## config.mk

```make
export PLATFORM = sky130hd
export DESIGN_NAME = midi_track_note_event_parser
export DESIGN_NICKNAME = d
export VERILOG_FILES = /design/src/rtl/mtp_pkg.sv /design/src/rtl/midi_track_note_event_parser.sv /design/src/rtl/mtp_front.sv /design/src/rtl/mtp_queue.sv /design/src/rtl/mtp_back.sv
export SDC_FILE = /design/constraint.sdc
export NUM_CORES = 2
export LEC_CHECK = 0
export BUFFER_PORTS_ARGS = -buffer_cell sky130_fd_sc_hd__buf_4
export CORE_MARGIN = 3
export CORE_UTILIZATION = 30
export CTS_BUF_LIST = sky130_fd_sc_hd__clkbuf_8
export DETAILED_ROUTE_END_ITERATION = 7
export GPL_ROUTABILITY_DRIVEN = 0
export GPL_TIMING_DRIVEN = 1
export MAX_ROUTING_LAYER = met4
export PLACE_DENSITY = 0.42
export SLEW_MARGIN = 10
export SYNTH_ARGS = -nofsm -noshare
export SYNTH_HDL_FRONTEND = slang
export SYNTH_SLANG_ARGS = --single-unit
```

## constraint.sdc

```tcl
create_clock -name clk -period 19.7 [get_ports clk]
set_clock_uncertainty 0.1 [all_clocks]
set_input_delay 0.985 -clock clk [delete_from_list [all_inputs] [get_ports clk]]
set_output_delay 0.985 -clock clk [all_outputs]
set_load 0.005 [all_outputs]
```

## src/rtl/mtp_pkg.sv

```systemverilog
// Shared types and constants for the MIDI track note event parser.
// No dependencies.
package mtp_pkg;

  localparam int QUEUE_DEPTH_DEFAULT = 4;

  localparam int CFG_INDEX_W = 2;
  localparam int CFG_DATA_W  = 24;

  localparam logic [CFG_INDEX_W-1:0] REG_TRACK_COUNT = 2'd0;
  localparam logic [CFG_INDEX_W-1:0] REG_US_PER_TICK = 2'd1;

  localparam logic [15:0] TRACK_COUNT_RESET = 16'd1;
  localparam logic [23:0] US_PER_TICK_RESET = 24'd5208;

  localparam logic [1:0] KIND_NOTE_OFF = 2'd0;
  localparam logic [1:0] KIND_NOTE_ON  = 2'd1;
  localparam logic [1:0] KIND_ERROR    = 2'd2;

  localparam logic [7:0] STATUS_META = 8'hFF;

  typedef enum logic [3:0] {
    PH_ID, PH_LEN, PH_DELTA, PH_STATUS, PH_KEY, PH_VEL, PH_MTYPE, PH_MLEN, PH_SKIP
  } phase_t;

  // One classified event handed from parser to output stage.
  typedef struct packed {
    logic [1:0]  kind;
    logic [7:0]  key;
    logic [7:0]  velocity;
    logic [27:0] delta;
  } event_t;

endpackage

```

## src/rtl/midi_track_note_event_parser.sv

```systemverilog
// MIDI track note event parser, top level.
// Depends on mtp_pkg, mtp_front, mtp_queue and mtp_back.
//
// Feed the bytes of a Standard MIDI File that follow its 14-byte header, one
// byte per item on data_byte. The parser walks track_count track chunks:
// chunk ID skipped, 32-bit big-endian length loaded, then events. Each note
// on or note off yields one result item with key, velocity and delay_us =
// delta ticks * us_per_tick (low 32 bits). Meta events, other channel
// messages and F-status events are skipped. A running-status byte (below
// 0x80) yields one item with event_kind = error and zero payload, and the
// block then ignores all input until reset. After the last track, bytes are
// consumed silently. Throughput is one byte per cycle: the parser updates its
// state on each accepted byte, and in_ready drops only when the event
// queue (QUEUE_DEPTH records) is full because the result side is stalled.
// A note result is written into the queue on the edge that takes its velocity
// byte; the record is then popped through the 28x24 multiplier into the output
// register once it is at the queue head and the output side is idle or ready.
// Configuration writes (cfg_write, cfg_index, cfg_data) take effect
// at once; writing track_count also reloads the remaining-track counter.
module midi_track_note_event_parser #(
  parameter int QUEUE_DEPTH = mtp_pkg::QUEUE_DEPTH_DEFAULT
) (
  input  logic                            clk,
  input  logic                            rst,
  // byte input
  input  logic                            in_valid,
  output logic                            in_ready,
  input  logic [7:0]                      data_byte,
  // result output
  output logic                            out_valid,
  input  logic                            out_ready,
  output logic [1:0]                      event_kind,
  output logic [7:0]                      note_key,
  output logic [7:0]                      note_velocity,
  output logic [31:0]                     delay_us,
  // configuration
  input  logic                            cfg_write,
  input  logic [mtp_pkg::CFG_INDEX_W-1:0] cfg_index,
  input  logic [mtp_pkg::CFG_DATA_W-1:0]  cfg_data
);

  logic            accept;
  logic            push;
  mtp_pkg::event_t push_data;
  logic            q_full;
  logic            q_valid;
  logic            q_pop;
  mtp_pkg::event_t q_head;

  // Front stalls only on a full queue; every byte is otherwise taken.
  assign in_ready = !q_full;
  assign accept   = in_valid && in_ready;

  mtp_front u_front (
    .clk        (clk),
    .rst        (rst),
    .accept     (accept),
    .data_byte  (data_byte),
    .cfg_write  (cfg_write),
    .cfg_index  (cfg_index),
    .cfg_tracks (cfg_data[15:0]),
    .push       (push),
    .push_data  (push_data)
  );

  mtp_queue #(
    .DEPTH (QUEUE_DEPTH)
  ) u_queue (
    .clk       (clk),
    .rst       (rst),
    .push      (push),
    .push_data (push_data),
    .full      (q_full),
    .pop       (q_pop),
    .valid     (q_valid),
    .head      (q_head)
  );

  mtp_back u_back (
    .clk           (clk),
    .rst           (rst),
    .cfg_write     (cfg_write),
    .cfg_index     (cfg_index),
    .cfg_tick      (cfg_data[23:0]),
    .q_valid       (q_valid),
    .q_head        (q_head),
    .q_pop         (q_pop),
    .out_valid     (out_valid),
    .out_ready     (out_ready),
    .event_kind    (event_kind),
    .note_key      (note_key),
    .note_velocity (note_velocity),
    .delay_us      (delay_us)
  );

endmodule

```

## src/rtl/mtp_front.sv

```systemverilog
// Byte parser: chunk headers, delta VLQ, status decode, skipping.
// Depends on mtp_pkg; emits event_t records for the queue.
module mtp_front (
  input  logic                           clk,
  input  logic                           rst,
  input  logic                           accept,
  input  logic [7:0]                     data_byte,
  input  logic                           cfg_write,
  input  logic [mtp_pkg::CFG_INDEX_W-1:0] cfg_index,
  input  logic [15:0]                    cfg_tracks,
  output logic                           push,
  output mtp_pkg::event_t                push_data
);

  mtp_pkg::phase_t phase, phase_next;
  logic [2:0]  hdr_count, hdr_count_next;
  logic [31:0] chunk_left, chunk_left_next;
  logic [27:0] vlq, vlq_next;
  logic [27:0] delta, delta_next;
  logic        msg_kind, msg_kind_next;
  logic [7:0]  held_key, held_key_next;
  logic [27:0] skip_left, skip_left_next;
  logic [15:0] tracks_left, tracks_left_next;
  logic        error_latched, error_latched_next;

  logic [2:0]  hdr_inc;
  logic [31:0] chunk_dec;
  logic [31:0] len_shift;
  logic [27:0] vlq_in;
  logic [27:0] skip_dec;
  logic        boundary;
  logic [31:0] boundary_chunk;

  always_comb begin
    hdr_inc   = hdr_count + 3'd1;
    chunk_dec = (chunk_left != 32'd0) ? chunk_left - 32'd1 : 32'd0;
    len_shift = {chunk_left[23:0], data_byte};
    vlq_in    = {vlq[20:0], data_byte[6:0]};
    skip_dec  = (skip_left != 28'd0) ? skip_left - 28'd1 : 28'd0;

    phase_next         = phase;
    hdr_count_next     = hdr_count;
    chunk_left_next    = chunk_left;
    vlq_next           = vlq;
    delta_next         = delta;
    msg_kind_next      = msg_kind;
    held_key_next      = held_key;
    skip_left_next     = skip_left;
    tracks_left_next   = tracks_left;
    error_latched_next = error_latched;
    boundary           = 1'b0;
    boundary_chunk     = chunk_dec;
    push               = 1'b0;
    push_data          = '0;

    if (accept && !error_latched) begin
      if (phase != mtp_pkg::PH_ID && phase != mtp_pkg::PH_LEN) begin
        chunk_left_next = chunk_dec;
      end
      case (phase)
        mtp_pkg::PH_ID: begin
          if (tracks_left != 16'd0) begin
            hdr_count_next = hdr_inc;
            if (hdr_inc >= 3'd4) begin
              phase_next      = mtp_pkg::PH_LEN;
              hdr_count_next  = 3'd0;
              chunk_left_next = 32'd0;
            end
          end
        end
        mtp_pkg::PH_LEN: begin
          chunk_left_next = len_shift;
          hdr_count_next  = hdr_inc;
          if (hdr_inc >= 3'd4) begin
            hdr_count_next = 3'd0;
            boundary       = 1'b1;
            boundary_chunk = len_shift;
          end
        end
        mtp_pkg::PH_DELTA: begin
          vlq_next = vlq_in;
          if (!data_byte[7]) begin
            delta_next = vlq_in;
            vlq_next   = 28'd0;
            phase_next = mtp_pkg::PH_STATUS;
          end
        end
        mtp_pkg::PH_STATUS: begin
          if (!data_byte[7]) begin
            error_latched_next = 1'b1;
            push               = 1'b1;
            push_data.kind     = mtp_pkg::KIND_ERROR;
          end else if (data_byte == mtp_pkg::STATUS_META) begin
            phase_next = mtp_pkg::PH_MTYPE;
          end else begin
            case (data_byte[7:4])
              4'h8: begin
                msg_kind_next = 1'b0;
                phase_next    = mtp_pkg::PH_KEY;
              end
              4'h9: begin
                msg_kind_next = 1'b1;
                phase_next    = mtp_pkg::PH_KEY;
              end
              4'hC, 4'hD: begin
                skip_left_next = 28'd1;
                phase_next     = mtp_pkg::PH_SKIP;
              end
              default: begin
                skip_left_next = 28'd2;
                phase_next     = mtp_pkg::PH_SKIP;
              end
            endcase
          end
        end
        mtp_pkg::PH_KEY: begin
          held_key_next = data_byte;
          phase_next    = mtp_pkg::PH_VEL;
        end
        mtp_pkg::PH_VEL: begin
          push               = 1'b1;
          push_data.kind     = msg_kind ? mtp_pkg::KIND_NOTE_ON : mtp_pkg::KIND_NOTE_OFF;
          push_data.key      = held_key;
          push_data.velocity = data_byte;
          push_data.delta    = delta;
          boundary           = 1'b1;
        end
        mtp_pkg::PH_MTYPE: begin
          vlq_next   = 28'd0;
          phase_next = mtp_pkg::PH_MLEN;
        end
        mtp_pkg::PH_MLEN: begin
          vlq_next = vlq_in;
          if (!data_byte[7]) begin
            skip_left_next = vlq_in;
            vlq_next       = 28'd0;
            if (vlq_in == 28'd0) begin
              boundary = 1'b1;
            end else begin
              phase_next = mtp_pkg::PH_SKIP;
            end
          end
        end
        mtp_pkg::PH_SKIP: begin
          skip_left_next = skip_dec;
          if (skip_dec == 28'd0) begin
            boundary = 1'b1;
          end
        end
        default: begin
          phase_next     = mtp_pkg::PH_ID;
          hdr_count_next = 3'd0;
        end
      endcase

      // Event boundary: next chunk header once the chunk is used up.
      if (boundary) begin
        if (boundary_chunk == 32'd0) begin
          phase_next     = mtp_pkg::PH_ID;
          hdr_count_next = 3'd0;
          if (tracks_left != 16'd0) begin
            tracks_left_next = tracks_left - 16'd1;
          end
        end else begin
          phase_next = mtp_pkg::PH_DELTA;
          vlq_next   = 28'd0;
        end
      end
    end
  end

  always_ff @(posedge clk) begin
    if (rst) begin
      phase         <= mtp_pkg::PH_ID;
      hdr_count     <= 3'd0;
      tracks_left   <= mtp_pkg::TRACK_COUNT_RESET;
      error_latched <= 1'b0;
    end else begin
      phase         <= phase_next;
      hdr_count     <= hdr_count_next;
      error_latched <= error_latched_next;
      if (cfg_write && cfg_index == mtp_pkg::REG_TRACK_COUNT) begin
        tracks_left <= cfg_tracks;
      end else begin
        tracks_left <= tracks_left_next;
      end
    end
  end

  always_ff @(posedge clk) begin
    chunk_left <= chunk_left_next;
    vlq        <= vlq_next;
    delta      <= delta_next;
    msg_kind   <= msg_kind_next;
    held_key   <= held_key_next;
    skip_left  <= skip_left_next;
  end

endmodule

```

## src/rtl/mtp_queue.sv

```systemverilog
// Small FIFO of event records between parser and output stage.
// Depends on mtp_pkg for event_t.
module mtp_queue #(
  parameter int DEPTH = mtp_pkg::QUEUE_DEPTH_DEFAULT
) (
  input  logic            clk,
  input  logic            rst,
  input  logic            push,
  input  mtp_pkg::event_t push_data,
  output logic            full,
  input  logic            pop,
  output logic            valid,
  output mtp_pkg::event_t head
);

  localparam int PTR_W = (DEPTH > 1) ? $clog2(DEPTH) : 1;
  localparam int CNT_W = $clog2(DEPTH + 1);
  localparam logic [PTR_W-1:0] LAST = PTR_W'(DEPTH - 1);

  mtp_pkg::event_t entries [DEPTH];
  logic [PTR_W-1:0] wr_ptr, rd_ptr;
  logic [CNT_W-1:0] count;

  assign full  = (count == CNT_W'(DEPTH));
  assign valid = (count != '0);
  assign head  = entries[rd_ptr];

  always_ff @(posedge clk) begin
    if (rst) begin
      wr_ptr <= '0;
      rd_ptr <= '0;
      count  <= '0;
    end else begin
      if (push) begin
        wr_ptr <= (wr_ptr == LAST) ? '0 : wr_ptr + PTR_W'(1);
      end
      if (pop) begin
        rd_ptr <= (rd_ptr == LAST) ? '0 : rd_ptr + PTR_W'(1);
      end
      if (push && !pop) begin
        count <= count + CNT_W'(1);
      end else if (pop && !push) begin
        count <= count - CNT_W'(1);
      end
    end
  end

  always_ff @(posedge clk) begin
    if (push) begin
      entries[wr_ptr] <= push_data;
    end
  end

endmodule

```

## src/rtl/mtp_back.sv

```systemverilog
// Output stage: delay multiply and the registered result item.
// Depends on mtp_pkg; holds the us_per_tick register.
module mtp_back (
  input  logic                            clk,
  input  logic                            rst,
  input  logic                            cfg_write,
  input  logic [mtp_pkg::CFG_INDEX_W-1:0] cfg_index,
  input  logic [23:0]                     cfg_tick,
  input  logic                            q_valid,
  input  mtp_pkg::event_t                 q_head,
  output logic                            q_pop,
  output logic                            out_valid,
  input  logic                            out_ready,
  output logic [1:0]                      event_kind,
  output logic [7:0]                      note_key,
  output logic [7:0]                      note_velocity,
  output logic [31:0]                     delay_us
);

  logic [23:0] us_per_tick;
  logic [51:0] product;

  assign q_pop   = q_valid && (!out_valid || out_ready);
  assign product = q_head.delta * us_per_tick;

  always_ff @(posedge clk) begin
    if (rst) begin
      us_per_tick <= mtp_pkg::US_PER_TICK_RESET;
      out_valid   <= 1'b0;
    end else begin
      if (cfg_write && cfg_index == mtp_pkg::REG_US_PER_TICK) begin
        us_per_tick <= cfg_tick;
      end
      if (q_pop) begin
        out_valid <= 1'b1;
      end else if (out_ready) begin
        out_valid <= 1'b0;
      end
    end
  end

  always_ff @(posedge clk) begin
    if (q_pop) begin
      event_kind    <= q_head.kind;
      note_key      <= q_head.key;
      note_velocity <= q_head.velocity;
      delay_us      <= product[31:0];
    end
  end

endmodule

```

Word-level counts from Yosys, hierarchy flattened. Memories as Yosys holds them, arrays and structs flattened. A register that Yosys moved wholly into a read port is not among the register bits. Cells that the tools add are included.

Memories kept: 1. Bits of input ports: 39. Bits in writable memories: 184. Output and inout bits: 52. Register bits after elaboration: 231. Word-level logic and storage cells: 169.

Memories: u_queue.entries (depth 4, width 46, read ports 1, clocked after Yosys merged registers in 1, write ports 1, RTL line mtp_queue.sv:20) `mtp_pkg::event_t entries [DEPTH];`.

Multiply operators: 1. Order comparisons: 1. Add/sub/neg operators: 8. Eq/ne operators: 29. Bitwise gates (word level): 2. Muxes and demuxes: 64. Reductions and logical operators: 44.

Operators with widths (count): 32-bit two-way mux (7); 28-bit two-way mux (7); 28-bit case mux with 2 select lines (2); 28-bit case mux with 3 select lines (1); 16-bit two-way mux (5); 32-bit case mux with 2 select lines (1); 28-bit logical NOT (2); 46-bit two-way mux (1); 44-bit two-way mux (1); 4-bit two-way mux (9); 32-bit logical NOT (1); 28-bit by 24-bit multiplier with 32-bit output (1); 32-bit nonzero test (1); 32-bit by 1-bit subtractor with 32-bit output, second input constant (1); 4-bit case mux with 7 select lines (1); 28-bit nonzero test (1); 28-bit by 1-bit subtractor with 28-bit output, second input constant (1); 4-bit == test, second input constant (5); 3-bit two-way mux (6); 4-bit by 3-bit == test with 1-bit output, second input constant (4); 16-bit nonzero test (1); 16-bit by 1-bit subtractor with 16-bit output, second input constant (1); 2-bit nonzero test (7); 1-bit two-way mux (12); other kinds (38) (70).

Longest topological paths before layout.
Word-level depth: 10. Depth in mapped cells: 31. Depth with buffers taken out: 26.

Modules after synthesis. A second synthesis with hierarchy kept.

Cell total of the unflattened synthesis: 2975. Area, all modules: 32627.5 µm².

By module, submodules not included: mtp_back (instances 1, cells each 1836, sequential area each 2001.9 µm², area an instance 17138.9 µm²); mtp_front (instances 1, cells each 853, sequential area each 4023.9 µm², area an instance 8336.7 µm²); mtp_queue (instances 1, cells each 284, sequential area each 5705.5 µm², area an instance 7141.8 µm²); midi_track_note_event_parser (instances 1, cells each 2, sequential area each 0.0 µm², area an instance 10.0 µm²).

Worst setup path after synthesis. No wires, ideal clock.

Path kind: register -> register. Start point: register (tool-made name). End point: register u_back.delay_us[31], data pin. Library setup time: 261 ps. Cell stages (with the launch flop): 29. Clock period less this slack: 8523 ps. Setup slack: 11177 ps. Arrival: 8162 ps. Data required time: 19339 ps. Path buffers: 5. Cells stage by stage: dfxtp_1 buf_2 buf_2 buf_1 clkbuf_1 mux4_2 clkbuf_1 and2_1 fa_1 fa_1 inv_1 fa_1 inv_1 fa_1 fa_1 fa_1 inv_1 fa_1 inv_1 ha_1 nand3_1 o211a_1 a31oi_1 a31o_2 nor3_1 o31ai_1 a21oi_1 o21ai_0 xnor2_1.

RTL lines: end signal: assignment (RTL line mtp_back.sv:47) `delay_us <= product[31:0];`; end: declaration (RTL line mtp_back.sv:17) `output logic [31:0] delay_us`.

==> run_results.csv <==
group,metric,value,unit
critical_path,cp.arrival,8.82,ns
synth,avgSynthCellArea,10.8,um^2
power_and_ir_drop,leakagePower,14.2,nW
power_and_ir_drop,swShare,46.2,%
timing,max_freq,0.118,GHz
timing,drv_slew,0,
run_status,status,"finished clean",
clock_tree,cts_inserted_buffers,77,
synth,yosys-top-cells-area,"edfxtp_1, fa_1, and2_1",
critical_path,worstSetupStartpointType,"flip-flop",
critical_path,crit_cells,26,
synth,ys_ff_latch,410,
finish,regArea,11700,um^2
drt,postRouteAntennaNets,0,
floorplanning,ios,91,
critical_path,slowest_stage,"mux4_2",
clock_tree,cts_resized,0,
critical_path,critPathBufInv,6,
drt,num_vias,21600,
timing,tightest_slew,1.18,ns
timing,min_period,8.50,ns
placement,port_buffers,90,
synth,synthCells,2996,
synth,ys_warn_count,0,
timing,rsz0062_at_grt,"no",
floorplanning,die-area,111000,um^2
clock_tree,clockBufferDepth,3,
synth,yosysMostFrequentCell,"inv_1",
clock_tree,clk-insertion-delay-late,0.70,ns
finish,multi_input_area,18200,um^2
synth,synth.largest_area_cell,"edfxtp_1",
drt,drtIter0Drc,1311,
floorplanning,fp.coreArea,106000,um^2
finish,drive_gt1_share,10.1,%
critical_path,cpLargestDelayFamily,"adder cells",
clock_tree,clk_pin_slew,0.06,ns
hold_path,min_path_cells,2,
critical_path,crit_top_cell,"fa_1",
floorplanning,rows,119,
placement,dpl.hpwl,63700,um
floorplanning,die_h,334,um
critical_path,reg2reg_depth,26,
global_routing,grt-ovfl-total,0,
finish,nets,3568,
timing,setup_viol,0,
synth,ys_seq_area_share,36.4,%
drt,drc,0,
synth,synth_area,32200,um^2
clock_tree,cts.sinks,410,
global_routing,first_global_vias,23500,
drt,routedWlPerCell,19.9,um
clock_tree,hold_buffers,0,
global_routing,grt_usage,16.9,%
flow_run,cap_violations,0,
global_routing,grt_pass1_wl,141000,um
timing,fin_crit_sh,43.1,%
drt,via_per_inst,4.80,
critical_path,worstSetupEndpointType,"flip-flop",
power_and_ir_drop,ir_drop,0.000202,V
power_and_ir_drop,power.share.combinational,66.8,%
power_and_ir_drop,clockPowerShare,12.7,%
critical_path,required,20.03,ns
clock_tree,h-tree-depth,3,
hold_path,min_path_type,"flip-flop to flip-flop",
critical_path,cp_max_fo,25,
clock_tree,cts_tree,"built",
clock_tree,post_cts_buffers,0,
power_and_ir_drop,seqPwrFrac,20.4,%
power_and_ir_drop,internal_power,0.00357,W
synth,synth_fp_nets,3526,
timing,timing.hold.ws,0.357,ns
timing,tns,0,ns
synth,synthArstFlopShare,0,%
critical_path,setup.worst_path.class,"flip-flop to flip-flop",
timing,finalHoldViolCount,0,
drt,wl,89700,um
synth,synthDistinctLibCells,70,
floorplanning,start_util,30.4,%
power_and_ir_drop,p_switching,0.00306,W
drt,dr.pass1.iters,5,
global_routing,grt_max_degree,59,
synth,ys.flop_type,"edfxtp_1",
power_and_ir_drop,p_per_area,185,nW/um^2
synth,synth_edf_count,352,
finish,fillers,10700,
global_routing,antenna_found_initial,4,
synth,synth_top_cell_area_share,32.8,%
clock_tree,clockRootBuffer,"clkbuf_8",
synth,synth_common_cells,"inv_1, fa_1, nand2_1, edfxtp_1, and2_1",
floorplanning,die_w,334,um
timing,slew_headroom,21.4,%
finish,area_delta_synth_final,11.3,%
critical_path,cp_slowest_stage_delay,0.85,ns
tightest hold or removal path, stage by stage, from the launching register on:
cell and delay [ns]:
dfxtp_1 0.31, nand2_1 0.05, a21oi_1 0.05
registers in the layout, summed over array words and instances (netlist names), 4 cells and up, named ones only:
| register | flops |
|---|---|
| u_back.note_velocity | 8 |
| u_front.vlq | 21 |
| u_front.held_key | 8 |
| u_front.phase | 4 |
| u_front.chunk_left | 32 |
| u_queue.entries | 184 |
| u_front.tracks_left | 16 |
| u_back.delay_us | 32 |
| u_front.skip_left | 28 |
| u_back.note_key | 8 |
| u_front.delta | 28 |
| u_back.us_per_tick | 24 |
layout by cell type (no fill, tap or decap), types with 78 or more instances in the layout:
cell / n
o21ai_0: 78
nand2_1: 359
nor2_1: 123
edfxtp_1: 352
buf_4: 120
ha_1: 106
and2_1: 323
inv_1: 500
fa_1: 385
clkbuf_8: 82
metal layers:
layer,vias up,GRT usage [%],part of all wire (%)
met4,0,4.13,2.0
met2,482,27.6,48
met5,-,-,0
met1,11100,22.2,46
met3,125,2.36,4.5
li1,9843,-,-
stage by stage:
| step | power (W) | utilization [%] | std cells | setup WS (ns) | cell area (um^2) |
|---|---|---|---|---|---|
| after floorplan | 0.00468 | - | 2996 | 11.18 | 32200 |
| after global placement | 0.00585 | 32.4 | 4350 | 11.04 | 34300 |
| after detailed placement | 0.00591 | 32.4 | 4350 | 11.00 | 34300 |
| after CTS | 0.00680 | 33.9 | 4491 | 11.06 | 35900 |
| after global routing | 0.00741 | 33.9 | 4493 | 10.70 | 35900 |
| final | 0.00663 | 33.9 | 4495 | 11.20 | 35900 |
power groups by stage:
stage,Sequential [W],Combinational [W],Clock [W]
floorplan,0.00132,0.00335,0
global placement,0.00137,0.00448,0
detailed placement,0.00137,0.00453,0
CTS,0.00135,0.00456,0.000884
global route,0.00137,0.00512,0.000922
finish,0.00135,0.00443,0.000844
final timing paths:
path                                            from                                 end  slack, ns
setup reg to reg                           flip-flop       u_back.delay_us[31]$_DFFE_PP_      11.20
hold / removal    u_back.us_per_tick[1]$_SDFFE_PP0P_  u_back.us_per_tick[1]$_SDFFE_PP0P_       0.36
setup / recovery                           flip-flop       u_back.delay_us[31]$_DFFE_PP_      11.20
hold reg to reg   u_back.us_per_tick[1]$_SDFFE_PP0P_  u_back.us_per_tick[1]$_SDFFE_PP0P_       0.36
logic make-up after synthesis:
family | count (synthesis) | synth area share [%]
AND/OR/NAND/NOR | 1025 | 16.3
buffers and inverters | 635 | 7.43
adder cells (fa/ha/maj) | 491 | 28.0
flip-flops | 410 | 36.4
AO/OA/AOI/OAI | 275 | 5.47
XOR/XNOR | 105 | 2.85
multiplexers | 55 | 3.50
layout make-up:
class / count / area share, %
Sequential cell: 410 / 32.7
Clock inverter: 59 / 1.13
Inverter: 478 / 5.00
Antenna cell: 4 / 0.0279
Timing Repair Buffer: 120 / 2.51
Tap cell: 1391 / 4.85
Multi-Input combinational cell: 1951 / 50.6
Clock buffer: 82 / 3.15
No activity file was read; power rests on OpenSTA's default activity.
